<file path="config.mk">
export PLATFORM = sky130hd
export DESIGN_NAME = generational_slot_pool_with_drain
export DESIGN_NICKNAME = d
export VERILOG_FILES = /design/src/rtl/gsp_pkg.sv /design/src/rtl/gsp_front.sv /design/src/rtl/gsp_queue.sv /design/src/rtl/gsp_back.sv /design/src/rtl/generational_slot_pool_with_drain.sv
export SDC_FILE = /design/constraint.sdc
export NUM_CORES = 2
export LEC_CHECK = 0
export ABC_CLOCK_PERIOD_IN_PS = 20300
export BUFFER_PORTS_ARGS = -buffer_cell sky130_fd_sc_hd__buf_2
export CORE_MARGIN = 2
export CORE_UTILIZATION = 45
export DETAILED_ROUTE_END_ITERATION = 6
export GPL_ROUTABILITY_DRIVEN = 0
export PLACE_DENSITY = 0.65
export SLEW_MARGIN = 20
export SYNTH_ARGS = -nofsm -noshare
export SYNTH_HDL_FRONTEND = slang
export SYNTH_SLANG_ARGS = --single-unit
</file>
<file path="constraint.sdc">
create_clock -name clk -period 20.3 [get_ports clk]
set_clock_uncertainty 0.1 [all_clocks]
set_input_delay 1.015 -clock clk [delete_from_list [all_inputs] [get_ports clk]]
set_output_delay 1.015 -clock clk [all_outputs]
set_load 0.05 [all_outputs]
</file>
<file path="src/rtl/gsp_pkg.sv">
package gsp_pkg;

    typedef enum logic [2:0] {
        FUNC_START  = 3'd0,
        FUNC_UPDATE = 3'd1,
        FUNC_STOP   = 3'd2,
        FUNC_TICK   = 3'd3,
        FUNC_RESET  = 3'd4
    } func_t;

    // classified operation carried from front to back
    typedef enum logic [2:0] {
        OP_START,
        OP_UPDATE,
        OP_STOP,
        OP_TICK,
        OP_RESET,
        OP_BAD
    } op_t;

    typedef enum logic [1:0] {
        MODE_FREE   = 2'd0,
        MODE_ACTIVE = 2'd1,
        MODE_DRAIN  = 2'd2
    } mode_t;

    typedef enum logic [2:0] {
        ST_OK      = 3'd0,
        ST_INVALID = 3'd1,
        ST_NOSLOT  = 3'd2,
        ST_DUP     = 3'd3,
        ST_BADSTOP = 3'd4,
        ST_UNKNOWN = 3'd5
    } status_t;

    typedef enum logic [1:0] {
        CFG_ACTIVE_LIMIT = 2'd0,
        CFG_DRAIN_TIME   = 2'd1,
        CFG_READY        = 2'd2
    } cfg_idx_t;

    localparam int CNT_ACQUIRE  = 0;
    localparam int CNT_SHORT    = 1;
    localparam int CNT_STOP     = 2;
    localparam int CNT_DRAIN    = 3;
    localparam int CNT_RELEASE  = 4;
    localparam int CNT_DUPSTART = 5;
    localparam int CNT_DUPSTOP  = 6;
    localparam int CNT_BADXF    = 7;
    localparam int NUM_CNT      = 8;

    localparam int DT_W = 13;
    localparam logic [31:0]     MIN_DRAIN = 32'd655;
    localparam logic [15:0]     MAX_STEP  = 16'd4369;
    localparam logic [4:0]      LIMIT_RST = 5'd16;
    localparam logic [31:0]     DRAIN_RST = 32'd65536;

    typedef struct packed {
        logic [2:0]  func;
        logic [63:0] handle;
        logic        transform_ok;
        logic [15:0] delta_time;
        logic        clear_stats;
        logic [2:0]  stat_select;
    } req_t;

    typedef struct packed {
        logic        ok;
        logic [63:0] handle_out;
        logic [2:0]  status;
        logic [1:0]  last_state;
        logic [4:0]  released;
        logic [31:0] stat_value;
    } rsp_t;

    typedef struct packed {
        logic [4:0]  active_limit;
        logic [31:0] drain_time;
        logic        ready_cfg;
    } cfg_t;

    typedef struct packed {
        op_t             op;
        logic [63:0]     handle;
        logic            hdl_in;
        logic            xf_ok;
        logic [DT_W-1:0] dt;
        logic            clr;
        logic [2:0]      sel;
    } item_t;

endpackage

</file>
<file path="src/rtl/gsp_front.sv">
module gsp_front
    import gsp_pkg::*;
#(
    parameter int SLOTS = 16
)
(
    input  logic  start,
    input  logic  full,
    input  req_t  req,
    output logic  push,
    output item_t item
);

    logic [31:0] lo;
    logic [31:0] gen;

    assign lo   = req.handle[31:0];
    assign gen  = req.handle[63:32];
    assign push = start && !full;

    always_comb
    begin
        case (req.func)
            FUNC_START:  item.op = OP_START;
            FUNC_UPDATE: item.op = OP_UPDATE;
            FUNC_STOP:   item.op = OP_STOP;
            FUNC_TICK:   item.op = OP_TICK;
            FUNC_RESET:  item.op = OP_RESET;
            default:     item.op = OP_BAD;
        endcase
        item.handle = req.handle;
        // slot field in range and generation nonzero
        item.hdl_in = (lo != 32'd0) && (lo <= 32'(SLOTS)) && (gen != 32'd0);
        item.xf_ok  = req.transform_ok;
        item.dt     = (req.delta_time > MAX_STEP) ? MAX_STEP[DT_W-1:0]
                                                  : req.delta_time[DT_W-1:0];
        item.clr    = req.clear_stats;
        item.sel    = req.stat_select;
    end

endmodule

</file>
<file path="src/rtl/gsp_queue.sv">
module gsp_queue
    import gsp_pkg::*;
(
    input  logic  clk,
    input  logic  rst_n,
    input  logic  push,
    input  item_t push_data,
    input  logic  pop,
    output logic  full,
    output logic  nonempty,
    output item_t head
);

    item_t      entry_reg [2];
    logic       wr_ptr_reg;
    logic       wr_ptr_next;
    logic       rd_ptr_reg;
    logic       rd_ptr_next;
    logic [1:0] count_reg;
    logic [1:0] count_next;

    assign full     = (count_reg == 2'd2);
    assign nonempty = (count_reg != 2'd0);
    assign head     = entry_reg[rd_ptr_reg];

    always_comb
    begin
        wr_ptr_next = push ? ~wr_ptr_reg : wr_ptr_reg;
        rd_ptr_next = pop ? ~rd_ptr_reg : rd_ptr_reg;
        count_next  = count_reg + {1'b0, push} - {1'b0, pop};
    end

    always_ff @(posedge clk or negedge rst_n)
    begin
        if (!rst_n)
        begin
            wr_ptr_reg <= 1'b0;
            rd_ptr_reg <= 1'b0;
            count_reg  <= 2'd0;
        end
        else
        begin
            wr_ptr_reg <= wr_ptr_next;
            rd_ptr_reg <= rd_ptr_next;
            count_reg  <= count_next;
        end
    end

    always_ff @(posedge clk)
    begin
        if (push)
        begin
            entry_reg[wr_ptr_reg] <= push_data;
        end
    end

endmodule

</file>
<file path="src/rtl/gsp_back.sv">
module gsp_back
    import gsp_pkg::*;
#(
    parameter int SLOTS = 16
)
(
    input  logic  clk,
    input  logic  rst_n,
    input  logic  q_valid,
    input  item_t q_data,
    output logic  pop,
    input  cfg_t  cfg,
    output logic  done,
    output rsp_t  rsp
);

    localparam int SW = (SLOTS > 1) ? $clog2(SLOTS) : 1;
    localparam logic [SW-1:0] LAST = SW'(SLOTS - 1);

    typedef enum logic [1:0] {
        B_IDLE,
        B_EVAL,
        B_SWEEP
    } bstate_t;

    // slot memories; an entry without its valid bit reads as free, gen 1, drain 0
    mode_t       mode_mem  [SLOTS];
    logic [31:0] gen_mem   [SLOTS];
    logic [31:0] drain_mem [SLOTS];

    mode_t       mode_rd_reg;
    logic [31:0] gen_rd_reg;
    logic [31:0] drain_rd_reg;
    logic        vld_rd_reg;

    bstate_t        state_reg,  state_next;
    item_t          cur_reg,    cur_next;
    logic [SW-1:0]  chk_reg,    chk_next;
    logic [4:0]     rel_reg,    rel_next;
    logic [63:0]    last_h_reg, last_h_next;
    mode_t          last_m_reg, last_m_next;
    logic [31:0]    ev_reg [NUM_CNT];
    logic [31:0]    ev_next [NUM_CNT];
    logic [SLOTS-1:0] vld_reg;
    logic           done_reg;
    rsp_t           rsp_reg,    rsp_next;

    logic [SW-1:0]  rd_addr;
    logic           wr_en;
    logic [SW-1:0]  wr_addr;
    mode_t          wr_mode;
    logic [31:0]    wr_gen;
    logic [31:0]    wr_drain;

    logic [SW-1:0]  hd_idx;
    logic [SW-1:0]  cur_idx;
    logic [SW-1:0]  lim_m1;
    mode_t          m_eff;
    logic [31:0]    g_eff;
    logic [31:0]    d_eff;
    logic [31:0]    g_inc;
    logic [31:0]    g_bump;
    logic [31:0]    d_left;
    logic [31:0]    drain_use;
    logic [63:0]    chk_h;
    logic           dec;
    logic [4:0]     rel_inc;

    logic [NUM_CNT-1:0] inc;
    logic           clr_ev;
    logic           emit;
    logic           r_ok;
    logic [63:0]    r_hout;
    status_t        r_status;
    logic [4:0]     r_rel;
    logic [2:0]     sel;

    assign done = done_reg;
    assign rsp  = rsp_reg;

    assign hd_idx  = q_data.handle[SW-1:0] - 1'b1;
    assign cur_idx = cur_reg.handle[SW-1:0] - 1'b1;

    assign m_eff  = vld_rd_reg ? mode_rd_reg : MODE_FREE;
    assign g_eff  = vld_rd_reg ? gen_rd_reg : 32'd1;
    assign d_eff  = vld_rd_reg ? drain_rd_reg : 32'd0;
    assign g_inc  = g_eff + 32'd1;
    assign g_bump = (g_inc == 32'd0) ? 32'd1 : g_inc;
    assign d_left = (d_eff > {{(32-DT_W){1'b0}}, cur_reg.dt})
                  ? d_eff - {{(32-DT_W){1'b0}}, cur_reg.dt} : 32'd0;
    assign drain_use = (cfg.drain_time < MIN_DRAIN) ? MIN_DRAIN : cfg.drain_time;
    assign chk_h  = {g_eff, {{(32-SW){1'b0}}, chk_reg} + 32'd1};
    assign dec    = cur_reg.hdl_in && (cur_reg.handle[63:32] == g_eff)
                 && (m_eff != MODE_FREE);
    assign rel_inc = rel_reg + 5'd1;

    always_comb
    begin
        if (cfg.active_limit == 5'd0)
        begin
            lim_m1 = '0;
        end
        else if (int'(cfg.active_limit) > SLOTS)
        begin
            lim_m1 = LAST;
        end
        else
        begin
            lim_m1 = SW'(cfg.active_limit - 5'd1);
        end
    end

    always_comb
    begin
        state_next  = state_reg;
        cur_next    = cur_reg;
        chk_next    = chk_reg;
        rel_next    = rel_reg;
        last_h_next = last_h_reg;
        last_m_next = last_m_reg;
        pop         = 1'b0;
        rd_addr     = '0;
        wr_en       = 1'b0;
        wr_addr     = cur_idx;
        wr_mode     = MODE_FREE;
        wr_gen      = g_eff;
        wr_drain    = 32'd0;
        inc         = '0;
        clr_ev      = 1'b0;
        emit        = 1'b0;
        r_ok        = 1'b0;
        r_hout      = 64'd0;
        r_status    = ST_INVALID;
        r_rel       = 5'd0;
        sel         = cur_reg.sel;

        case (state_reg)
            B_IDLE:
            begin
                sel = q_data.sel;
                if ((q_data.op == OP_START || q_data.op == OP_UPDATE ||
                     q_data.op == OP_STOP) && q_data.hdl_in)
                begin
                    rd_addr = hd_idx;
                end
                if (q_valid)
                begin
                    pop      = 1'b1;
                    cur_next = q_data;
                    chk_next = '0;
                    rel_next = 5'd0;
                    case (q_data.op)
                        OP_START, OP_UPDATE, OP_STOP:
                        begin
                            state_next = B_EVAL;
                        end
                        OP_TICK:
                        begin
                            if (cfg.ready_cfg)
                            begin
                                state_next = B_SWEEP;
                            end
                            else
                            begin
                                emit = 1'b1;
                            end
                        end
                        OP_RESET:
                        begin
                            state_next = B_SWEEP;
                        end
                        default:
                        begin
                            emit = 1'b1;
                        end
                    endcase
                end
            end

            B_EVAL:
            begin
                emit = 1'b1;
                case (cur_reg.op)
                    OP_START:
                    begin
                        if (dec)
                        begin
                            inc[CNT_DUPSTART] = 1'b1;
                            r_status = ST_DUP;
                            if (m_eff == MODE_ACTIVE)
                            begin
                                r_ok   = 1'b1;
                                r_hout = cur_reg.handle;
                            end
                        end
                        else if (!cfg.ready_cfg || !cur_reg.xf_ok)
                        begin
                            inc[CNT_BADXF] = 1'b1;
                        end
                        else
                        begin
                            // scan from slot 0; its read goes out now
                            emit       = 1'b0;
                            chk_next   = '0;
                            state_next = B_SWEEP;
                        end
                    end
                    OP_UPDATE, OP_STOP:
                    begin
                        if (!dec || m_eff != MODE_ACTIVE)
                        begin
                            if (cur_reg.op == OP_UPDATE)
                            begin
                                r_status = ST_UNKNOWN;
                            end
                            else
                            begin
                                r_status = ST_BADSTOP;
                                inc[CNT_DUPSTOP] = (cur_reg.handle != 64'd0);
                            end
                        end
                        else if (cur_reg.op == OP_UPDATE && cur_reg.xf_ok)
                        begin
                            last_h_next = cur_reg.handle;
                            last_m_next = MODE_ACTIVE;
                            r_ok        = 1'b1;
                            r_status    = ST_OK;
                        end
                        else
                        begin
                            // begin draining the slot
                            wr_en          = 1'b1;
                            wr_mode        = MODE_DRAIN;
                            wr_drain       = drain_use;
                            inc[CNT_STOP]  = 1'b1;
                            inc[CNT_DRAIN] = 1'b1;
                            last_h_next    = cur_reg.handle;
                            last_m_next    = MODE_DRAIN;
                            if (cur_reg.op == OP_UPDATE)
                            begin
                                inc[CNT_BADXF] = 1'b1;
                            end
                            else
                            begin
                                r_ok     = 1'b1;
                                r_status = ST_OK;
                            end
                        end
                    end
                    default:
                    begin
                        r_status = ST_INVALID;
                    end
                endcase
                if (emit)
                begin
                    state_next = B_IDLE;
                end
            end

            B_SWEEP:
            begin
                rd_addr  = (chk_reg == LAST) ? '0 : chk_reg + 1'b1;
                chk_next = chk_reg + 1'b1;
                wr_addr  = chk_reg;
                case (cur_reg.op)
                    OP_START:
                    begin
                        if (m_eff == MODE_FREE)
                        begin
                            wr_en            = 1'b1;
                            wr_mode          = MODE_ACTIVE;
                            last_h_next      = chk_h;
                            last_m_next      = MODE_ACTIVE;
                            inc[CNT_ACQUIRE] = 1'b1;
                            r_hout           = chk_h;
                            r_ok             = 1'b1;
                            r_status         = ST_OK;
                            emit             = 1'b1;
                        end
                        else if (chk_reg == lim_m1)
                        begin
                            inc[CNT_SHORT] = 1'b1;
                            r_status       = ST_NOSLOT;
                            emit           = 1'b1;
                        end
                    end
                    OP_TICK:
                    begin
                        r_rel = rel_reg;
                        if (m_eff == MODE_DRAIN)
                        begin
                            wr_en = 1'b1;
                            if (d_left != 32'd0)
                            begin
                                wr_mode  = MODE_DRAIN;
                                wr_drain = d_left;
                            end
                            else
                            begin
                                wr_gen           = g_bump;
                                inc[CNT_RELEASE] = 1'b1;
                                rel_next         = rel_inc;
                                r_rel            = rel_inc;
                                if (last_h_reg == chk_h)
                                begin
                                    last_m_next = MODE_FREE;
                                end
                            end
                        end
                        if (chk_reg == LAST)
                        begin
                            r_ok     = 1'b1;
                            r_status = ST_OK;
                            emit     = 1'b1;
                        end
                    end
                    OP_RESET:
                    begin
                        wr_en  = 1'b1;
                        wr_gen = g_bump;
                        if (chk_reg == LAST)
                        begin
                            last_h_next = 64'd0;
                            last_m_next = MODE_FREE;
                            clr_ev      = cur_reg.clr;
                            r_ok        = 1'b1;
                            r_status    = ST_OK;
                            emit        = 1'b1;
                        end
                    end
                    default:
                    begin
                        emit = 1'b1;
                    end
                endcase
                if (emit)
                begin
                    state_next = B_IDLE;
                end
            end

            default:
            begin
                state_next = B_IDLE;
            end
        endcase

        for (int k = 0; k < NUM_CNT; k++)
        begin
            ev_next[k] = clr_ev ? 32'd0 : ev_reg[k] + {31'd0, inc[k]};
        end

        rsp_next.ok         = r_ok;
        rsp_next.handle_out = r_hout;
        rsp_next.status     = r_status;
        rsp_next.last_state = last_m_next;
        rsp_next.released   = r_rel;
        rsp_next.stat_value = ev_next[sel];
    end

    always_ff @(posedge clk or negedge rst_n)
    begin
        if (!rst_n)
        begin
            state_reg  <= B_IDLE;
            chk_reg    <= '0;
            rel_reg    <= 5'd0;
            last_h_reg <= 64'd0;
            last_m_reg <= MODE_FREE;
            vld_reg    <= '0;
            done_reg   <= 1'b0;
            for (int k = 0; k < NUM_CNT; k++)
            begin
                ev_reg[k] <= 32'd0;
            end
        end
        else
        begin
            state_reg  <= state_next;
            chk_reg    <= chk_next;
            rel_reg    <= rel_next;
            last_h_reg <= last_h_next;
            last_m_reg <= last_m_next;
            done_reg   <= emit;
            if (wr_en)
            begin
                vld_reg[wr_addr] <= 1'b1;
            end
            for (int k = 0; k < NUM_CNT; k++)
            begin
                ev_reg[k] <= ev_next[k];
            end
        end
    end

    always_ff @(posedge clk)
    begin
        cur_reg <= cur_next;
        if (emit)
        begin
            rsp_reg <= rsp_next;
        end
    end

    always_ff @(posedge clk)
    begin
        if (wr_en)
        begin
            mode_mem[wr_addr]  <= wr_mode;
            gen_mem[wr_addr]   <= wr_gen;
            drain_mem[wr_addr] <= wr_drain;
        end
        mode_rd_reg  <= mode_mem[rd_addr];
        gen_rd_reg   <= gen_mem[rd_addr];
        drain_rd_reg <= drain_mem[rd_addr];
        vld_rd_reg   <= vld_reg[rd_addr];
    end

endmodule

</file>
<file path="src/rtl/generational_slot_pool_with_drain.sv">
// Slot pool handing out generational handles (generation in bits 63..32,
// slot plus one in bits 31..0). A request is taken when start is high and
// busy is low; busy rises only when two requests already wait in the input
// queue. Requests run one at a time in order, each giving exactly one
// response with a one-cycle done pulse that cannot be stalled. After leaving
// the queue, an unknown op or a tick while not ready is answered from idle;
// update, stop and a duplicate or refused start from the eval state after
// the slot read; a start scans for a free slot up to the active limit
// (clamped to 1..SLOTS), and tick and reset sweep every slot, all through
// the single read port of the slot memory, swept one slot per cycle.
// Slot state is valid straight out of reset; no clearing pass is needed.
// Configuration writes are taken at any time but belong to idle periods.
module generational_slot_pool_with_drain
    import gsp_pkg::*;
#(
    parameter int SLOTS = 16
)
(
    input  logic        clk,
    input  logic        rst_n,
    input  logic        start,
    output logic        busy,
    input  req_t        req,
    output logic        done,
    output rsp_t        rsp,
    input  logic        cfg_we,
    input  logic [1:0]  cfg_idx,
    input  logic [31:0] cfg_data
);

    logic [4:0]  limit_reg;
    logic [31:0] drain_reg;
    logic        ready_reg;
    cfg_t        cfg;

    logic  push;
    logic  pop;
    logic  full;
    logic  nonempty;
    item_t push_item;
    item_t head_item;

    assign busy = full;
    assign cfg.active_limit = limit_reg;
    assign cfg.drain_time   = drain_reg;
    assign cfg.ready_cfg    = ready_reg;

    always_ff @(posedge clk or negedge rst_n)
    begin
        if (!rst_n)
        begin
            limit_reg <= LIMIT_RST;
            drain_reg <= DRAIN_RST;
            ready_reg <= 1'b0;
        end
        else if (cfg_we)
        begin
            case (cfg_idx)
                CFG_ACTIVE_LIMIT: limit_reg <= cfg_data[4:0];
                CFG_DRAIN_TIME:   drain_reg <= cfg_data;
                CFG_READY:        ready_reg <= cfg_data[0];
                default:          ready_reg <= ready_reg;
            endcase
        end
    end

    gsp_front #(
        .SLOTS (SLOTS)
    ) u_front (
        .start (start),
        .full  (full),
        .req   (req),
        .push  (push),
        .item  (push_item)
    );

    gsp_queue u_queue (
        .clk       (clk),
        .rst_n     (rst_n),
        .push      (push),
        .push_data (push_item),
        .pop       (pop),
        .full      (full),
        .nonempty  (nonempty),
        .head      (head_item)
    );

    gsp_back #(
        .SLOTS (SLOTS)
    ) u_back (
        .clk     (clk),
        .rst_n   (rst_n),
        .q_valid (nonempty),
        .q_data  (head_item),
        .pop     (pop),
        .cfg     (cfg),
        .done    (done),
        .rsp     (rsp)
    );

endmodule

</file>
-- After elaboration in Yosys (flattened, before gate mapping)
Memory sizes are Yosys's and may differ from the RTL's. A register that Yosys moved wholly into a read port is not among the register bits.
Cells that the tools add are included.
- word-level logic and storage cells: 316
- bits in registers: 586
- memories kept: 4
- RAM bits: 1228
- bits of input ports: 126
- memory list (memory ; depth ; width ; read ports ; clocked after memory_dff ; wr ports ; line ; source):
    u_back.drain_mem ; 16 ; 32 ; 1 ; 1 ; 1 ; gsp_back.sv:29 ; logic [31:0] drain_mem [SLOTS];
    u_back.gen_mem ; 16 ; 32 ; 1 ; 1 ; 1 ; gsp_back.sv:28 ; logic [31:0] gen_mem [SLOTS];
    u_queue.entry_reg ; 2 ; 86 ; 1 ; 0 ; 1 ; gsp_queue.sv:14 ; item_t entry_reg [2];
    u_back.mode_mem ; 16 ; 2 ; 1 ; 1 ; 1 ; gsp_back.sv:27 ; mode_t mode_mem [SLOTS];
- $lt $le $gt $ge: 9
- reduce and logical (&&, ||, !) cells: 46
- eq/ne operators: 40
- bitwise gates (word level): 4
- add/sub/neg operators: 18
- muxes and demuxes: 160
- operator list (cell ; count):
    $mux 32 ; 24
    $mux 64 ; 9
    $pmux 64 s2 ; 3
    $add 32x1->32 ; 8
    $pmux 32 s2 ; 2
    $bmux 32 s3 ; 1
    $reduce_bool 32->1 ; 3
    $eq 64x64->1 ; 1
    $reduce_bool 64->1 ; 1
    $mux 2 ; 29
    $mux 1 ; 50
    $mux 4 ; 9
    $add 32x1->32 const B ; 1
    $eq 32x32->1 ; 1
    $gt 32x13->1 ; 1
    $le 32x5->1 const B ; 1
    $logic_not 32->1 ; 1
    $lt 32x10->1 const B ; 1
    $sub 32x13->32 ; 1
    $mux 5 ; 4
    $eq 3x2->1 const B ; 6
    $pmux 2 s3 ; 3
    $pmux 3 s2 ; 3
    $gt 16x13->1 const B ; 1
    other kinds (52) ; 113

-- Depth between registers and ports, before layout
- depth in word-level cells: 14
- depth in mapped cells: 33
- gate-level depth less buffers: 23

-- Hierarchy
A second synthesis with hierarchy kept.
- cell total of the unflattened synthesis: 6709
- area total of the unflattened synthesis: 82651.8 µm²
- modules (own cells, without submodules) (module ; area an instance (µm²) ; times used ; cells an instance):
    gsp_back ; 73709.4 ; 1 ; 6223
    gsp_queue ; 6526.3 ; 1 ; 283
    generational_slot_pool_with_drain ; 1574.0 ; 1 ; 82
    gsp_front ; 842.1 ; 1 ; 121

-- Least setup slack after synthesis
Ideal clock, no wire load.
- path type: flip-flop to flip-flop
- from: register u_back.state_reg[0]
- to: register u_back.done_reg (netlist: u_back.done)
- stages on the path, launching flop included: 9
- library setup time: 0.670 ns
- slack: 10.999 ns
- arrival time: 8.530 ns
- cells stage by stage: dfrtp_1 inv_1 ha_1 clkbuf_1 clkbuf_1 o21ai_0 inv_1 a22oi_1 a21oi_1
- cells in the longest elaborated chain, start to end: 2
- RTL lines (item ; line ; source):
    start: declaration ; gsp_back.sv:36 ; bstate_t state_reg, state_next;
    start signal: assignment ; gsp_back.sv:380 ; state_reg <= state_next;
    $eq 2x2->1 (tied with other cells) ; gsp_back.sv:137 ; case (state_reg)
    $pmux 1 s3 (*) ; gsp_back.sv:137 ;
    via u_back.emit ; gsp_back.sv:71 ; logic emit;
    end signal: assignment ; gsp_back.sv:385 ; done_reg <= emit;
    end: declaration ; gsp_back.sv:45 ; logic done_reg;
The timed path passes the listed nets; every way through them passes the cells marked *.
A chain may end at the register's enable or synchronous reset.

==> results.tsv <==
metric	value	unit
cts.sinks	1880	
grt_usage	23.8	%
leakagePower	34.0	nW
drtIter0Drc	6131	
cts_root_buf	clkbuf_16	
placedCellCount	9187	
cts_made_buffers	184	
synth_warnings	0	
path_clk_slew	60	ps
die_h	429	um
final_common_cell	nand2_1	
cp-end-kind	register	
synth_area	81400	um2
syn-num-nets	7026	
rrSetupSlack	11810	ps
hpwlAfterDp	135000	um
pwr_density_cell	131	nW/um2
start_util	45.2	%
synth.distinct_cells	90	
netlist_instances	6857	
crit_fanout	49	
routed_wl	225000	um
first_pass_iters	7	
worstSetupPathType	register to register	
r2r_end	u_back.rsp[31]$_DFFE_PP_	
cp-endpoint	u_back.rsp[31]$_DFFE_PP_	
die_w	429	um
met3RoutedLength	15200	um
max_slew_margin	22.3	%
syn_area_per_cell	11.9	um2
post_cts_buffers	0	
crit_path_start_kind	register	
drcViolationCount	1	
worstRegToRegCells	23	
routed.top_layer	met4	
ctsHoldBuffers	0	
overflow	0	
max_cap_viol_count	0	
drive_gt1_share	12.6	%
routedWlPerCell	23.6	um
filler_cell_count	15385	
multi_input_area	26200	um2
synth_top_area_share	52.4	%
postLayoutCellArea	91600	um2
row_count	156	
worstReg2RegStart	u_back.vld_rd_reg$_DFF_P_	
wl_met1	91800	um
grt_max_degree	194	
nNetsFinal	7174	
htree_levels	4	
synth_area_leaders	edfxtp_1 52%, dfrtp_1 12%, nand2_1 6.9%	
post-route-period-util	41.8	%
violations	design-rule violations	
yosysSeqAreaShare	66.1	%
setup_viol	0	
required	20780	ps
antenna_found_initial	2	
ys_seq_elements	1880	
via_count	55921	
fin_crit	8490	ps
hold_class	input port to async pin	
coreArea	180000	um2
ys.flop_type	edfxtp_1	
regArea	53800	um2
antenna_left	0	
max_clock_freq	118	MHz
tightest_slew	1160	ps
fin_setup_tns	0	ps
status	finished, violations left	
cts_tree	done	
syn_to_final_growth	12.5	%
synth-async-reset-ratio	20.9	%
final_hold_viol_count	0	
portBuffers	234	
placedInstanceArea	85400	um2
cp_data_arrival_time	8970	ps
cts-resized-gates	0	
io_pins	235	
viasPerCell	5.86	
layout_common_cells	1490 x nand2_1, 1421 x edfxtp_1, 700 x nand3_1, 389 x dfrtp_1, 379 x nor2_1	
rsz0062_at_grt	no	
finalNonFillerCells	9537	
route.met2.wl	111000	um
grt_pass1_wl	337000	um
synth_edf_count	1421	
grt_pass1_vias	53337	
die_area	184000	um2
synth_area_leader_cell	edfxtp_1	
clock_latency	840	ps
startpoint	u_back.vld_rd_reg$_DFF_P_	
cts_buffer_depth	3	
final_max_slew_viol_count	0	
vdd_drop_max	0.121	mV
==> per-stage QoR <==
step | hold WS, ps | power [mW] | util (%) | setup WS [ps]
floorplan | 339 | 7.42 | - | 11000
global placement | 351 | 8.55 | 47.4 | 12220
detailed placement | 351 | 8.59 | 47.4 | 12010
CTS | 180 | 12.0 | 50.8 | 11990
global route | 238 | 12.5 | 50.8 | 11480
finish | 169 | 12.0 | 50.8 | 11810
==> kinds of logic (layout without fill, tap and decap cells) <==
kind of cell	count (synthesis)	in the layout	synth area share [%]
buffers and inverters	466	775	2.18
other	0	1	0
AND/OR/NAND/NOR	3246	3246	18.2
XOR/XNOR	343	343	3.69
AO/OA/AOI/OAI	681	681	5.78
adder cells (fa/ha/maj)	43	43	0.670
flip-flops	1880	1880	66.1
multiplexers	198	198	3.39
==> layer usage <==
layer	global-route usage, %	vias to the layer above
met5	0	-
met4	8.27	0
met3	2.93	422
met2	39.8	2252
met1	32.3	28008
li1	-	25239
==> area by class of cell <==
class	instances	area share, %
Antenna cell	1	0.00273
Tap cell	2370	3.24
Multi-Input combinational cell	4511	28.6
Timing Repair Buffer	366	2.47
Clock inverter	80	1.00
Clock buffer	267	5.69
Sequential cell	1880	58.8
Inverter	62	0.257
==> report_power, final <==
part	total, mW	internal, mW	switching [mW]	leakage, nW
sequential	5.20	4.76	0.443	19.1
clock	3.45	1.95	1.49	2.98
combinational	3.36	0.961	2.40	12.0
total	12.0	7.67	4.34	34.0
==> Yosys cell counts, types with 35 or more instances <==
cell      instances
a21oi_1         105
a311oi_1        134
a31oi_1         107
and2_1           93
and3_1          126
clkbuf_1        363
dfrtp_1         390
dfxtp_1          67
edfxtp_1       1421
ha_1             42
inv_1            61
mux2_2          130
mux4_2           49
nand2_1        1490
nand2b_1         35
nand3_1         700
nand4_1          84
nor2_1          389
nor3_1           95
nor4_1           65
o21ai_0         119
or3_1            56
xnor2_1         140
xor2_1          203
==> worst max-delay path: stages (launching register included) <==
cell	delay [ps]
dfxtp_4	660
nand2_1	110
ha_1	260
fa_1	440
nand2b_1	200
a21boi_1	310
o21ai_1	250
o21ai_0	550
a222oi_1	270
nor4b_1	340
and4_2	370
a31oi_4	220
nor3_1	840
ha_1	300
nand2_1	120
or4_1	620
nor3_1	540
nand4_1	370
nor2_1	270
nand2_1	90
xor2_1	160
nor2_1	70
mux4_2	470
mux2_2	260
==> worst min path at each step <==
stage	start	endpoint	slack, ps	depth (start not counted)
2_1_floorplan	u_back.last_h_reg[10]$_DFFE_PN0P_	u_back.last_h_reg[10]$_DFFE_PN0P_	340	2
3_3_place_gp	u_back.vld_reg[15]$_DFFE_PN0P_	u_back.vld_reg[15]$_DFFE_PN0P_	350	1
3_5_place_dp	u_back.vld_reg[12]$_DFFE_PN0P_	u_back.vld_reg[12]$_DFFE_PN0P_	350	1
4_1_cts	rst_n	u_back.ev_reg[83]$_DFF_PN0_	180	1
5_1_grt	rst_n	u_back.ev_reg[83]$_DFF_PN0_	240	1
6_report	rst_n	u_back.ev_reg[83]$_DFF_PN0_	170	1
Note: power is estimated with default switching activity, not from simulation.
